<file path="src/rtl/ptdp_pkg.sv">
// Shared types, widths and constants of the pan/tilt deadband controller.
`default_nettype none
package ptdp_pkg;

   localparam int TAG_W      = 32;
   localparam int CENTROID_W = 16;
   localparam int SIZE_W     = 13;
   localparam int FRAC_W     = 16;
   localparam int GAIN_W     = 16;
   localparam int LIMIT_W    = 15;
   localparam int CMD_W      = 16;
   localparam int CSR_DATA_W = 16;
   localparam int CSR_IDX_W  = 3;

   // quotient bits of the normalising and rescaling dividers
   localparam int NORM_Q_W   = 15;
   localparam int RESC_Q_W   = 16;

   // input register, normalise divider, prep, rescale divider, multiply, clamp
   localparam int LANE_LAT   = 1 + NORM_Q_W + 1 + RESC_Q_W + 2;

   localparam logic [SIZE_W-1:0]  WIDTH_RST  = SIZE_W'(640);
   localparam logic [SIZE_W-1:0]  HEIGHT_RST = SIZE_W'(480);
   localparam logic [FRAC_W-1:0]  FLOOR_RST  = FRAC_W'(32768);
   localparam logic [FRAC_W-1:0]  DEAD_RST   = FRAC_W'(3277);
   localparam logic [GAIN_W-1:0]  GAIN_RST   = GAIN_W'(4096);
   localparam logic [LIMIT_W-1:0] LIMIT_RST  = LIMIT_W'(4096);

   typedef enum logic [1:0] {
      STATUS_TRACK    = 2'd0,
      STATUS_LOW_CONF = 2'd1,
      STATUS_BAD_DIM  = 2'd2
   } status_type;

   typedef enum logic [CSR_IDX_W-1:0] {
      CFG_IMAGE_WIDTH  = 3'd0,
      CFG_IMAGE_HEIGHT = 3'd1,
      CFG_CONF_FLOOR   = 3'd2,
      CFG_DEAD_ZONE    = 3'd3,
      CFG_PAN_GAIN     = 3'd4,
      CFG_TILT_GAIN    = 3'd5,
      CFG_PAN_LIMIT    = 3'd6,
      CFG_TILT_LIMIT   = 3'd7
   } cfg_index_type;

endpackage
`default_nettype wire

</file>
<file path="src/rtl/ptdp_div.sv">
// Pipelined restoring divider, one quotient bit per stage.
`default_nettype none
module ptdp_div
   import ptdp_pkg::*;
#(
   parameter int DVS_W  = SIZE_W,
   parameter int Q_W    = NORM_Q_W,
   parameter int SIDE_W = 2
) (
   input  wire logic              clock,
   input  wire logic              reset,
   input  wire logic              in_valid,
   input  wire logic [DVS_W-1:0]  in_rem,     // must be below divisor
   input  wire logic [Q_W-1:0]    in_low,     // dividend bits still to shift in
   input  wire logic [SIDE_W-1:0] in_side,
   input  wire logic [DVS_W-1:0]  divisor,
   output logic                   out_valid,
   output logic [Q_W-1:0]         out_quo,
   output logic [SIDE_W-1:0]      out_side
);

   logic [DVS_W-1:0]  rem_ff   [Q_W];
   logic [Q_W-1:0]    low_ff   [Q_W];
   logic [Q_W-1:0]    quo_ff   [Q_W];
   logic [SIDE_W-1:0] side_ff  [Q_W];
   logic              valid_ff [Q_W];

   for (genvar k = 0; k < Q_W; k++) begin : g_stage
      logic [DVS_W-1:0]  rem_prev;
      logic [Q_W-1:0]    low_prev;
      logic [Q_W-1:0]    quo_prev;
      logic [SIDE_W-1:0] side_prev;
      logic              valid_prev;
      logic [DVS_W:0]    trial;
      logic              ge;
      logic [DVS_W-1:0]  rem_in;

      if (k == 0) begin : g_first
         assign rem_prev   = in_rem;
         assign low_prev   = in_low;
         assign quo_prev   = '0;
         assign side_prev  = in_side;
         assign valid_prev = in_valid;
      end else begin : g_next
         assign rem_prev   = rem_ff[k-1];
         assign low_prev   = low_ff[k-1];
         assign quo_prev   = quo_ff[k-1];
         assign side_prev  = side_ff[k-1];
         assign valid_prev = valid_ff[k-1];
      end

      assign trial  = {rem_prev, low_prev[Q_W-1]};
      assign ge     = trial >= {1'b0, divisor};
      assign rem_in = ge ? DVS_W'(trial - {1'b0, divisor}) : trial[DVS_W-1:0];

      always_ff @(posedge clock) begin
         if (reset) begin
            valid_ff[k] <= 1'b0;
         end else begin
            valid_ff[k] <= valid_prev;
         end
      end

      always_ff @(posedge clock) begin
         rem_ff[k]  <= rem_in;
         low_ff[k]  <= {low_prev[Q_W-2:0], 1'b0};
         quo_ff[k]  <= {quo_prev[Q_W-2:0], ge};
         side_ff[k] <= side_prev;
      end
   end

   assign out_valid = valid_ff[Q_W-1];
   assign out_quo   = quo_ff[Q_W-1];
   assign out_side  = side_ff[Q_W-1];

endmodule
`default_nettype wire

</file>
<file path="src/rtl/ptdp_lane.sv">
// One axis: normalise, deadband, rescale, gain and clamp.
`default_nettype none
module ptdp_lane
   import ptdp_pkg::*;
(
   input  wire logic                     clock,
   input  wire logic                     reset,
   input  wire logic                     in_valid,
   input  wire logic [CENTROID_W-1:0]    centroid,
   input  wire logic [SIZE_W-1:0]        size,
   input  wire logic [FRAC_W-1:0]        dead_zone,
   input  wire logic signed [GAIN_W-1:0] gain,
   input  wire logic [LIMIT_W-1:0]       limit,
   output logic                          out_valid,
   output logic signed [CMD_W-1:0]       out_cmd
);

   // offset from the centre; centre is 8*size in Q12.4
   logic [CENTROID_W-1:0] centre;
   logic                  neg_in;
   logic [CENTROID_W-1:0] off_in;

   assign centre = CENTROID_W'({size, 3'b000});
   assign neg_in = centroid < centre;
   assign off_in = neg_in ? centre - centroid : centroid - centre;

   logic                  s0_valid_ff;
   logic [CENTROID_W-1:0] s0_off_ff;
   logic                  s0_neg_ff;
   logic                  s0_sat_ff;

   always_ff @(posedge clock) begin
      if (reset) begin
         s0_valid_ff <= 1'b0;
      end else begin
         s0_valid_ff <= in_valid;
      end
   end

   always_ff @(posedge clock) begin
      s0_off_ff <= off_in;
      s0_neg_ff <= neg_in;
      // quotient would reach one: offset at least half the size
      s0_sat_ff <= off_in >= centre;
   end

   // off*4096/size: top bits are off>>3, then off[2:0] and twelve zeros
   logic                d1_valid;
   logic [NORM_Q_W-1:0] d1_quo;
   logic [1:0]          d1_side;

   ptdp_div #(
      .DVS_W  (SIZE_W),
      .Q_W    (NORM_Q_W),
      .SIDE_W (2)
   ) u_norm_div (
      .clock     (clock),
      .reset     (reset),
      .in_valid  (s0_valid_ff),
      .in_rem    (SIZE_W'(s0_off_ff >> 3)),
      .in_low    (NORM_Q_W'({s0_off_ff[2:0], 12'd0})),
      .in_side   ({s0_neg_ff, s0_sat_ff}),
      .divisor   (size),
      .out_valid (d1_valid),
      .out_quo   (d1_quo),
      .out_side  (d1_side)
   );

   // saturate, double to Q0.16, remove deadband
   logic [NORM_Q_W-1:0] norm;
   logic [FRAC_W-1:0]   mag_in;

   assign norm   = d1_side[0] ? {NORM_Q_W{1'b1}} : d1_quo;
   assign mag_in = {norm, 1'b0};

   logic              p1_valid_ff;
   logic [FRAC_W-1:0] p1_diff_ff;
   logic              p1_neg_ff;
   logic              p1_zero_ff;

   always_ff @(posedge clock) begin
      if (reset) begin
         p1_valid_ff <= 1'b0;
      end else begin
         p1_valid_ff <= d1_valid;
      end
   end

   always_ff @(posedge clock) begin
      p1_diff_ff <= mag_in - dead_zone;
      p1_neg_ff  <= d1_side[1];
      p1_zero_ff <= mag_in <= dead_zone;
   end

   // (m - dz)*65536 / (65536 - dz)
   logic [FRAC_W:0]     resc_div;
   logic                d2_valid;
   logic [RESC_Q_W-1:0] d2_quo;
   logic [1:0]          d2_side;

   assign resc_div = {1'b1, {FRAC_W{1'b0}}} - {1'b0, dead_zone};

   ptdp_div #(
      .DVS_W  (FRAC_W + 1),
      .Q_W    (RESC_Q_W),
      .SIDE_W (2)
   ) u_resc_div (
      .clock     (clock),
      .reset     (reset),
      .in_valid  (p1_valid_ff),
      .in_rem    ({1'b0, p1_diff_ff}),
      .in_low    ('0),
      .in_side   ({p1_neg_ff, p1_zero_ff}),
      .divisor   (resc_div),
      .out_valid (d2_valid),
      .out_quo   (d2_quo),
      .out_side  (d2_side)
   );

   // gain magnitude times rescaled error
   logic [GAIN_W:0]            gain_ext;
   logic [GAIN_W:0]            gain_mag;
   logic [GAIN_W+RESC_Q_W:0]   prod;

   assign gain_ext = {gain[GAIN_W-1], gain};
   assign gain_mag = gain[GAIN_W-1] ? (GAIN_W+1)'(~gain_ext + 1'b1) : gain_ext;
   assign prod     = gain_mag * d2_quo;

   logic              m1_valid_ff;
   logic [GAIN_W:0]   m1_mag_ff;
   logic              m1_neg_ff;
   logic              m1_zero_ff;

   always_ff @(posedge clock) begin
      if (reset) begin
         m1_valid_ff <= 1'b0;
      end else begin
         m1_valid_ff <= d2_valid;
      end
   end

   always_ff @(posedge clock) begin
      m1_mag_ff  <= prod[GAIN_W+RESC_Q_W:RESC_Q_W];
      m1_neg_ff  <= d2_side[1] ^ gain[GAIN_W-1];
      m1_zero_ff <= d2_side[0];
   end

   // clamp and apply sign
   logic [LIMIT_W-1:0]    clamped;
   logic signed [CMD_W-1:0] cmd_in;

   assign clamped = (m1_mag_ff > (GAIN_W+1)'(limit)) ? limit : m1_mag_ff[LIMIT_W-1:0];

   always_comb begin
      if (m1_zero_ff) begin
         cmd_in = '0;
      end else if (m1_neg_ff) begin
         cmd_in = -$signed(CMD_W'(clamped));
      end else begin
         cmd_in = $signed(CMD_W'(clamped));
      end
   end

   logic                    c1_valid_ff;
   logic signed [CMD_W-1:0] c1_cmd_ff;

   always_ff @(posedge clock) begin
      if (reset) begin
         c1_valid_ff <= 1'b0;
      end else begin
         c1_valid_ff <= m1_valid_ff;
      end
   end

   always_ff @(posedge clock) begin
      c1_cmd_ff <= cmd_in;
   end

   assign out_valid = c1_valid_ff;
   assign out_cmd   = c1_cmd_ff;

endmodule
`default_nettype wire
</file>
<file path="config.mk">
export PLATFORM = sky130hd
export DESIGN_NAME = ptdp_lane
export DESIGN_NICKNAME = d
export VERILOG_FILES = /design/src/rtl/ptdp_pkg.sv /design/src/rtl/ptdp_div.sv /design/src/rtl/ptdp_lane.sv
export SDC_FILE = /design/constraint.sdc
export NUM_CORES = 2
export LEC_CHECK = 0
export BUFFER_PORTS_ARGS = -buffer_cell sky130_fd_sc_hd__buf_2
export CELL_PAD_IN_SITES_DETAIL_PLACEMENT = 0
export CELL_PAD_IN_SITES_GLOBAL_PLACEMENT = 2
export CORE_AREA = 2 2 424 426
export CTS_CLUSTER_SIZE = 20
export DETAILED_ROUTE_END_ITERATION = 7
export DIE_AREA = 0 0 426 428
export GPL_TIMING_DRIVEN = 0
export PLACE_DENSITY = 0.76
export SLEW_MARGIN = 40
export SYNTH_ARGS = -nofsm -noshare
export SYNTH_HDL_FRONTEND = slang
export SYNTH_SLANG_ARGS = --single-unit
</file>
<file path="constraint.sdc">
create_clock -name clock -period 8.37 [get_ports clock]
set_clock_uncertainty 0.15 [all_clocks]
set_input_delay 1.674 -clock clock [delete_from_list [all_inputs] [get_ports clock]]
set_output_delay 1.674 -clock clock [all_outputs]
set_load 0.01 [all_outputs]
</file>
Word level (Yosys, flattened, before mapping) --
Memories as Yosys holds them, arrays and structs flattened. A register that Yosys moved wholly into a read port is not among the register bits. Cells that the tools add are included.
Storage, ports and cells: register bits after elaboration 73, RAM bits 1491, input bits 79, output and inout bits 17, word-level logic and storage cells 201, memories 10
Cells by class: add/subtract/negate cells 37, $mul 1, order comparisons 35, multiplexer cells 70, bitwise operators 34, reduce and logical (&&, ||, !) cells 1
Memory list:
- u_resc_div.rem_ff | words 16, bits a word 17, read ports 15, clocked after memory_dff 0, wr ports 16, line ptdp_div.sv:22 | logic [DVS_W-1:0] rem_ff [Q_W];
- u_resc_div.quo_ff | words 16, bits a word 16, read ports 16, clocked after memory_dff 0, wr ports 16, line ptdp_div.sv:24 | logic [Q_W-1:0] quo_ff [Q_W];
- u_resc_div.low_ff | words 16, bits a word 15, read ports 15, clocked after memory_dff 0, wr ports 16, line ptdp_div.sv:23 | logic [Q_W-1:0] low_ff [Q_W];
- u_norm_div.quo_ff | words 15, bits a word 15, read ports 15, clocked after memory_dff 0, wr ports 15, line ptdp_div.sv:24
- u_norm_div.low_ff | words 15, bits a word 14, read ports 14, clocked after memory_dff 0, wr ports 15, line ptdp_div.sv:23
- u_norm_div.rem_ff | words 15, bits a word 13, read ports 14, clocked after memory_dff 0, wr ports 15, line ptdp_div.sv:22
- 4 more memories
Operator list (number):
- 17-bit 2-to-1 mux | 17
- 17-bit subtractor | 16
- 18-bit by 17-bit >= comparator with 1-bit output | 15
- 14-bit by 13-bit >= comparator with 1-bit output | 15
- 13-bit 2-to-1 mux | 15
- 13-bit subtractor | 15
- 16-bit subtractor | 3
- 15-bit 2-to-1 mux | 3
- 1-bit 2-to-1 mux | 34
- 17-bit by 16-bit multiplier with 33-bit output | 1
- 1-bit bitwise OR | 31
- 17-bit by 1-bit adder with 17-bit output (second input constant) | 1
- 17-bit >= comparator | 1
- 17-bit by 15-bit > comparator with 1-bit output | 1
- 17-bit inverter | 1
- 17-bit by 16-bit subtractor with 17-bit output (first input constant) | 1
- 16-bit >= comparator | 1
- 16-bit <= comparator | 1
- 16-bit < comparator | 1
- 16-bit 2-to-1 mux | 1
- 15-bit negator with 16-bit output | 1
- 2-bit OR reduction | 1
- 1-bit inverter | 1
- 1-bit bitwise XOR | 1

Depth between registers and ports, before layout --
depth in word-level cells 4, depth in mapped cells 30, mapped depth without buffers 30

Hierarchy --
Synthesis repeated with hierarchy kept, for this count alone.
Second synthesis, totals: cell total of the unflattened synthesis 6030, area total of the unflattened synthesis 59111.7 um^2
By module, submodules not included:
- ptdp_div (u_resc_div) | times used 1, cells each 2623, area each 25867.3 um^2, seq. area each 11190.7 um^2
- ptdp_div (u_norm_div) | times used 1, cells each 1821, area each 19506.2 um^2, seq. area each 9048.7 um^2
- ptdp_lane | times used 1, cells each 1586, area each 13738.2 um^2, seq. area each 1501.4 um^2

Least setup slack after synthesis --
No wires, ideal clock.
path kind in2reg, from input gain[9], to register m1_mag_ff[16], data arrival time 8673 ps, slack -573 ps, stages 26, path through or4_1 > or3_1 > o31ai_1 > xnor2_1 > clkbuf_1 > nand2_1 > fa_1 > fa_1 > fa_1 > inv_1 > fa_1 > fa_1 > inv_1 > fa_1 > inv_1 > ha_1 > and4_1 > nand3_1 > a211o_1 > o31ai_1 > a221oi_4 > o21bai_1 > a21oi_1 > o21bai_1 > a21oi_1 > xnor2_1
On the way: cells in the longest elaborated chain, start to end 4
RTL lines:
- start, declared | line ptdp_lane.sv:12 | input wire logic signed [GAIN_W-1:0] gain,
- 17-bit inverter | line ptdp_lane.sv:126 | assign gain_mag = gain[GAIN_W-1] ? (GAIN_W+1)'(~gain_ext + 1'b1) : gain_ext;
- 17-bit by 1-bit adder with 17-bit output | line ptdp_lane.sv:126
- 17-bit 2-to-1 mux (*) | line ptdp_lane.sv:126
- 17-bit by 16-bit multiplier with 33-bit output (*) | line ptdp_lane.sv:127 | assign prod = gain_mag * d2_quo;
- net prod[32] | line ptdp_lane.sv:123 | logic [GAIN_W+RESC_Q_W:0] prod;
- end signal, assigned | line ptdp_lane.sv:143 | m1_mag_ff <= prod[GAIN_W+RESC_Q_W:RESC_Q_W];
- end, declared | line ptdp_lane.sv:130 | logic [GAIN_W:0] m1_mag_ff;
Mark *: on every way through the listed nets, which the timed path passes. The rest lies on a longest branch. A chain may end at the register's enable or synchronous reset.

Worst setup path after layout --
from input gain[0], to register m1_mag_ff[15]
Same word-level chain as after synthesis.

==> out/qor.csv <==
stage,metric,value,unit
clocking,Worst-path clk slew,0.06,ns
worst_setup_path,Setup crit end kind,register,
sta,Slew @ Worst Pin,0.7887,ns
placed_design,final RePlAce weighted congestion,0.8361,
sta,Final Slew Violations,0,
layout,share of cells above drive strength 1,12.42,%
clocking,CTS sink cnt,864,
layout,Final #Nets,6935,
worst_setup_path,"Req. time, crit path",8.81,ns
detailed_routing,Via density,4.767,
layout,Layout area overhead,16.02,%
placed_design,IO buf count,94,
sta,Setup Viol. Count Final,0,
yosys,post-synthesis area per instance,9.276,sq um
detailed_routing,Via Count,40254,
clocking,Max Buffers Root-to-Sink,3,
worst_setup_path,worst flop-to-flop path endpoint,m1_mag_ff[15],
grt,global-route wire length before repair,226900,microns
placed_design,dpl ws,-1.905,ns
yosys,"Primary FF master, synth",dfxtp_1,
layout,multi-input logic area,0.03417,sq mm
grt,grt ovf,0,
worst_setup_path,Setup Crit Path Kind,input port to register,
worst_setup_path,Startpoint Class,input port,
outcome,outcome,finished clean,
worst_setup_path,"slowest stage delay, CP",0.52,ns
yosys,number of enable flip-flop cells after synthesis,0,
detailed_routing,DRT Pass-1 Iters,6,
die,die area,0.1823,sq mm
layout,most frequent cells in the layout,"864 x dfxtp_1, 615 x ha_1, 472 x nand2_1",
layout,final core occ,34.63,%
layout,Fillers,18412,
yosys,sequential share of the synthesized area,32.62,%
grt,largest net degree at the start of global routing,24,
placed_design,Placed Cells incl. Taps,8219,
sta,max frequency,0.1217,GHz
layout,"commonest non-fill, non-tap cell in the layout",dfxtp_1,
detailed_routing,Detailed Route WL,142800,microns
yosys,Seq cells post-synth,864,
layout,Storage cell area,0.01730,sq mm
worst_setup_path,CP dominant cell by count,fa_1,
yosys,synthesized area,0.05303,sq mm
grt,vias in the first global route,40772,
hold_path,Hold Path Depth,0,
clocking,CTS tree,yes,
sta,RSZ-0062 raised after global routing,yes,
clocking,clock latency on the worst-skew pair,0.72,ns
yosys,unique cell type count in the Yosys netlist,94,
detailed_routing,drt wl/cell,16.92,microns
detailed_routing,detailed-route DRC error count,0,
die,Die Ht,428,microns
worst_setup_path,worst reg-to-reg path cell count,26,
die,Initial Utilization,29.85,%
detailed_routing,Final ANT Viol Nets,0,
job,MaxCap Viol Count,0,
sta,Fin. Hold Viols,0,
yosys,Async SR Flop Fraction,0,%
sta,minimum clock period,8.219,ns
clocking,root buffer cell,clkbuf_16,
worst_setup_path,CP max FO,7,
clocking,hold_buf cts,0,
die,Die Wd,426,microns
sta,Rel. slew slack,47.42,%
sta,final worst slack,0.1513,ns
sta,Tcrit/Tclk final,98.19,%
worst_setup_path,"Data arrival, critical path",8.66,ns
yosys,synthesized instance count,5717,
die,Core Rows,155,
die,Core Area,0.1776,sq mm
worst_setup_path,"Max stage delay cell, worst path",fa_1,
die,io pins,96,
worst_setup_path,worst r2r src,u_resc_div.quo_ff[1][121],
placed_design,Final HPWL DP,111900,microns
hold_path,Hold Path End,u_resc_div.quo_ff[1][53],
detailed_routing,Iter 0 DRT Violations,1831,
layout,Post-Layout Cell Count,8444,
grt,total track usage,15.54,%
grt,initial antenna violation count,4,
clocking,CTS H-tree lvls,3,
clocking,cts bufs inserted,101,
worst_setup_path,"reg-to-reg slack, setup",1.44,ns
yosys,YS warnings,0,
hold_path,Hold Crit Start,u_resc_div.quo_ff[1][36],
hold_path,HP Class,register to register,
-- Yosys cell counts, drive strengths merged (17+ instances only) --
cell type | count | area share (%)
a2111oi | 18 | 0.39
a211o | 17 | 0.28
a211oi | 30 | 0.46
a21boi | 57 | 0.81
a21o | 100 | 1.4
a21oi | 352 | 3.4
a31oi | 21 | 0.25
and2 | 127 | 1.5
and3 | 30 | 0.35
buf | 56 | 0.59
clkbuf | 67 | 0.47
dfxtp | 864 | 33
fa | 223 | 8.4
ha | 625 | 15
inv | 462 | 3.3
mux2 | 168 | 3.6
mux2i | 31 | 0.59
nand2 | 479 | 3.4
nand2b | 71 | 0.84
nand3 | 108 | 1.0
nand4 | 69 | 0.81
nor2 | 398 | 2.8
nor2b | 121 | 1.4
nor3 | 88 | 0.84
o211ai | 20 | 0.31
o21a | 67 | 0.95
o21ai | 327 | 3.1
o21bai | 23 | 0.33
o31ai | 67 | 0.96
o41ai | 17 | 0.35
or2 | 37 | 0.44
or3 | 31 | 0.37
xnor2 | 266 | 4.4
xor2 | 117 | 1.9
-- per-stage QoR --
stage               area, sq um  hold slack, ns  TNS (ns)
global placement          56600          0.1602   -385.56
finish                    61530          0.1482         0
global route              61520          0.1566   -0.1924
floorplan                 53180          0.1596   -0.1905
detailed placement        57150          0.1621    -24.27
CTS                       61120          0.1393         0
-- cell families after synthesis --
| family | count (synthesis) | synth area share [%] |
|---|---|---|
| and+or+nand+nor | 1611 | 14.54 |
| DFF | 864 | 32.62 |
| buffers and inverters | 586 | 4.337 |
| muxes | 199 | 4.167 |
| other | 2 | 0.01416 |
| adders and majority gates | 848 | 23.16 |
| xor gates and xnor gates | 383 | 6.326 |
| AOI/OAI and AO/OA | 1224 | 14.83 |
-- timing repair --
item                       in CTS  in global routing
buffers inserted               22                 20
gates resized for setup        53                 57
setup endpoints to repair      17                  6
pin swaps                      27                 68
-- sequential cells by signal, summed over array words and instances (netlist names), 3 cells and up --
register,count
u_resc_div.rem_ff,255
u_norm_div.low_ff,3
s0_off_ff,16
u_resc_div.valid_ff,16
u_norm_div.side_ff,30
u_norm_div.valid_ff,15
out_cmd,16
u_norm_div.quo_ff,120
m1_mag_ff,17
u_norm_div.rem_ff,182
u_resc_div.quo_ff,136
u_resc_div.side_ff,32
p1_diff_ff,16
-- worst max-delay path, delay by kind of cell --
family	cells	cell delay (ns)
buffers and inverters	9	1.18
AND/OR/NAND/NOR	5	0.75
AO/OA/AOI/OAI	7	1.44
XOR/XNOR	2	0.33
adder cells (fa/ha/maj)	8	3.26
-- cell type report --
class,instances,share of cell area (%)
clock buffers,133,4.663
flip-flops and latches,864,28.11
well taps,2355,4.789
multi-input cells,4281,55.53
repair buffers,175,1.960
clock inverters,48,0.9904
plain buffers,122,1.102
diodes,3,0.01220
inverters,463,2.837
-- worst max-delay path by stage --
stage	from	endpoint	slack, ns
after floorplan	gain[7]	m1_mag_ff[16]	-0.13
after global placement	gain[15]	m1_mag_ff[16]	-2.14
after detailed placement	gain[15]	m1_mag_ff[16]	-1.90
after CTS	gain[2]	m1_mag_ff[13]	0.002
after global routing	gain[0]	m1_mag_ff[13]	-0.10
final	gain[0]	m1_mag_ff[15]	0.15
-- metal layers --
layer	GRT usage, %	vias to the layer above	wire length (microns)
li1	-	20379	-
met5	0	-	0
met4	3.904	0	3103
met3	1.839	182	4265
met2	27.58	573	70800
met1	19.81	19120	64670
Power is left out: the tool's default activity adds up to more than one toggle a clock period on the data nets, which glitch-free logic cannot reach.
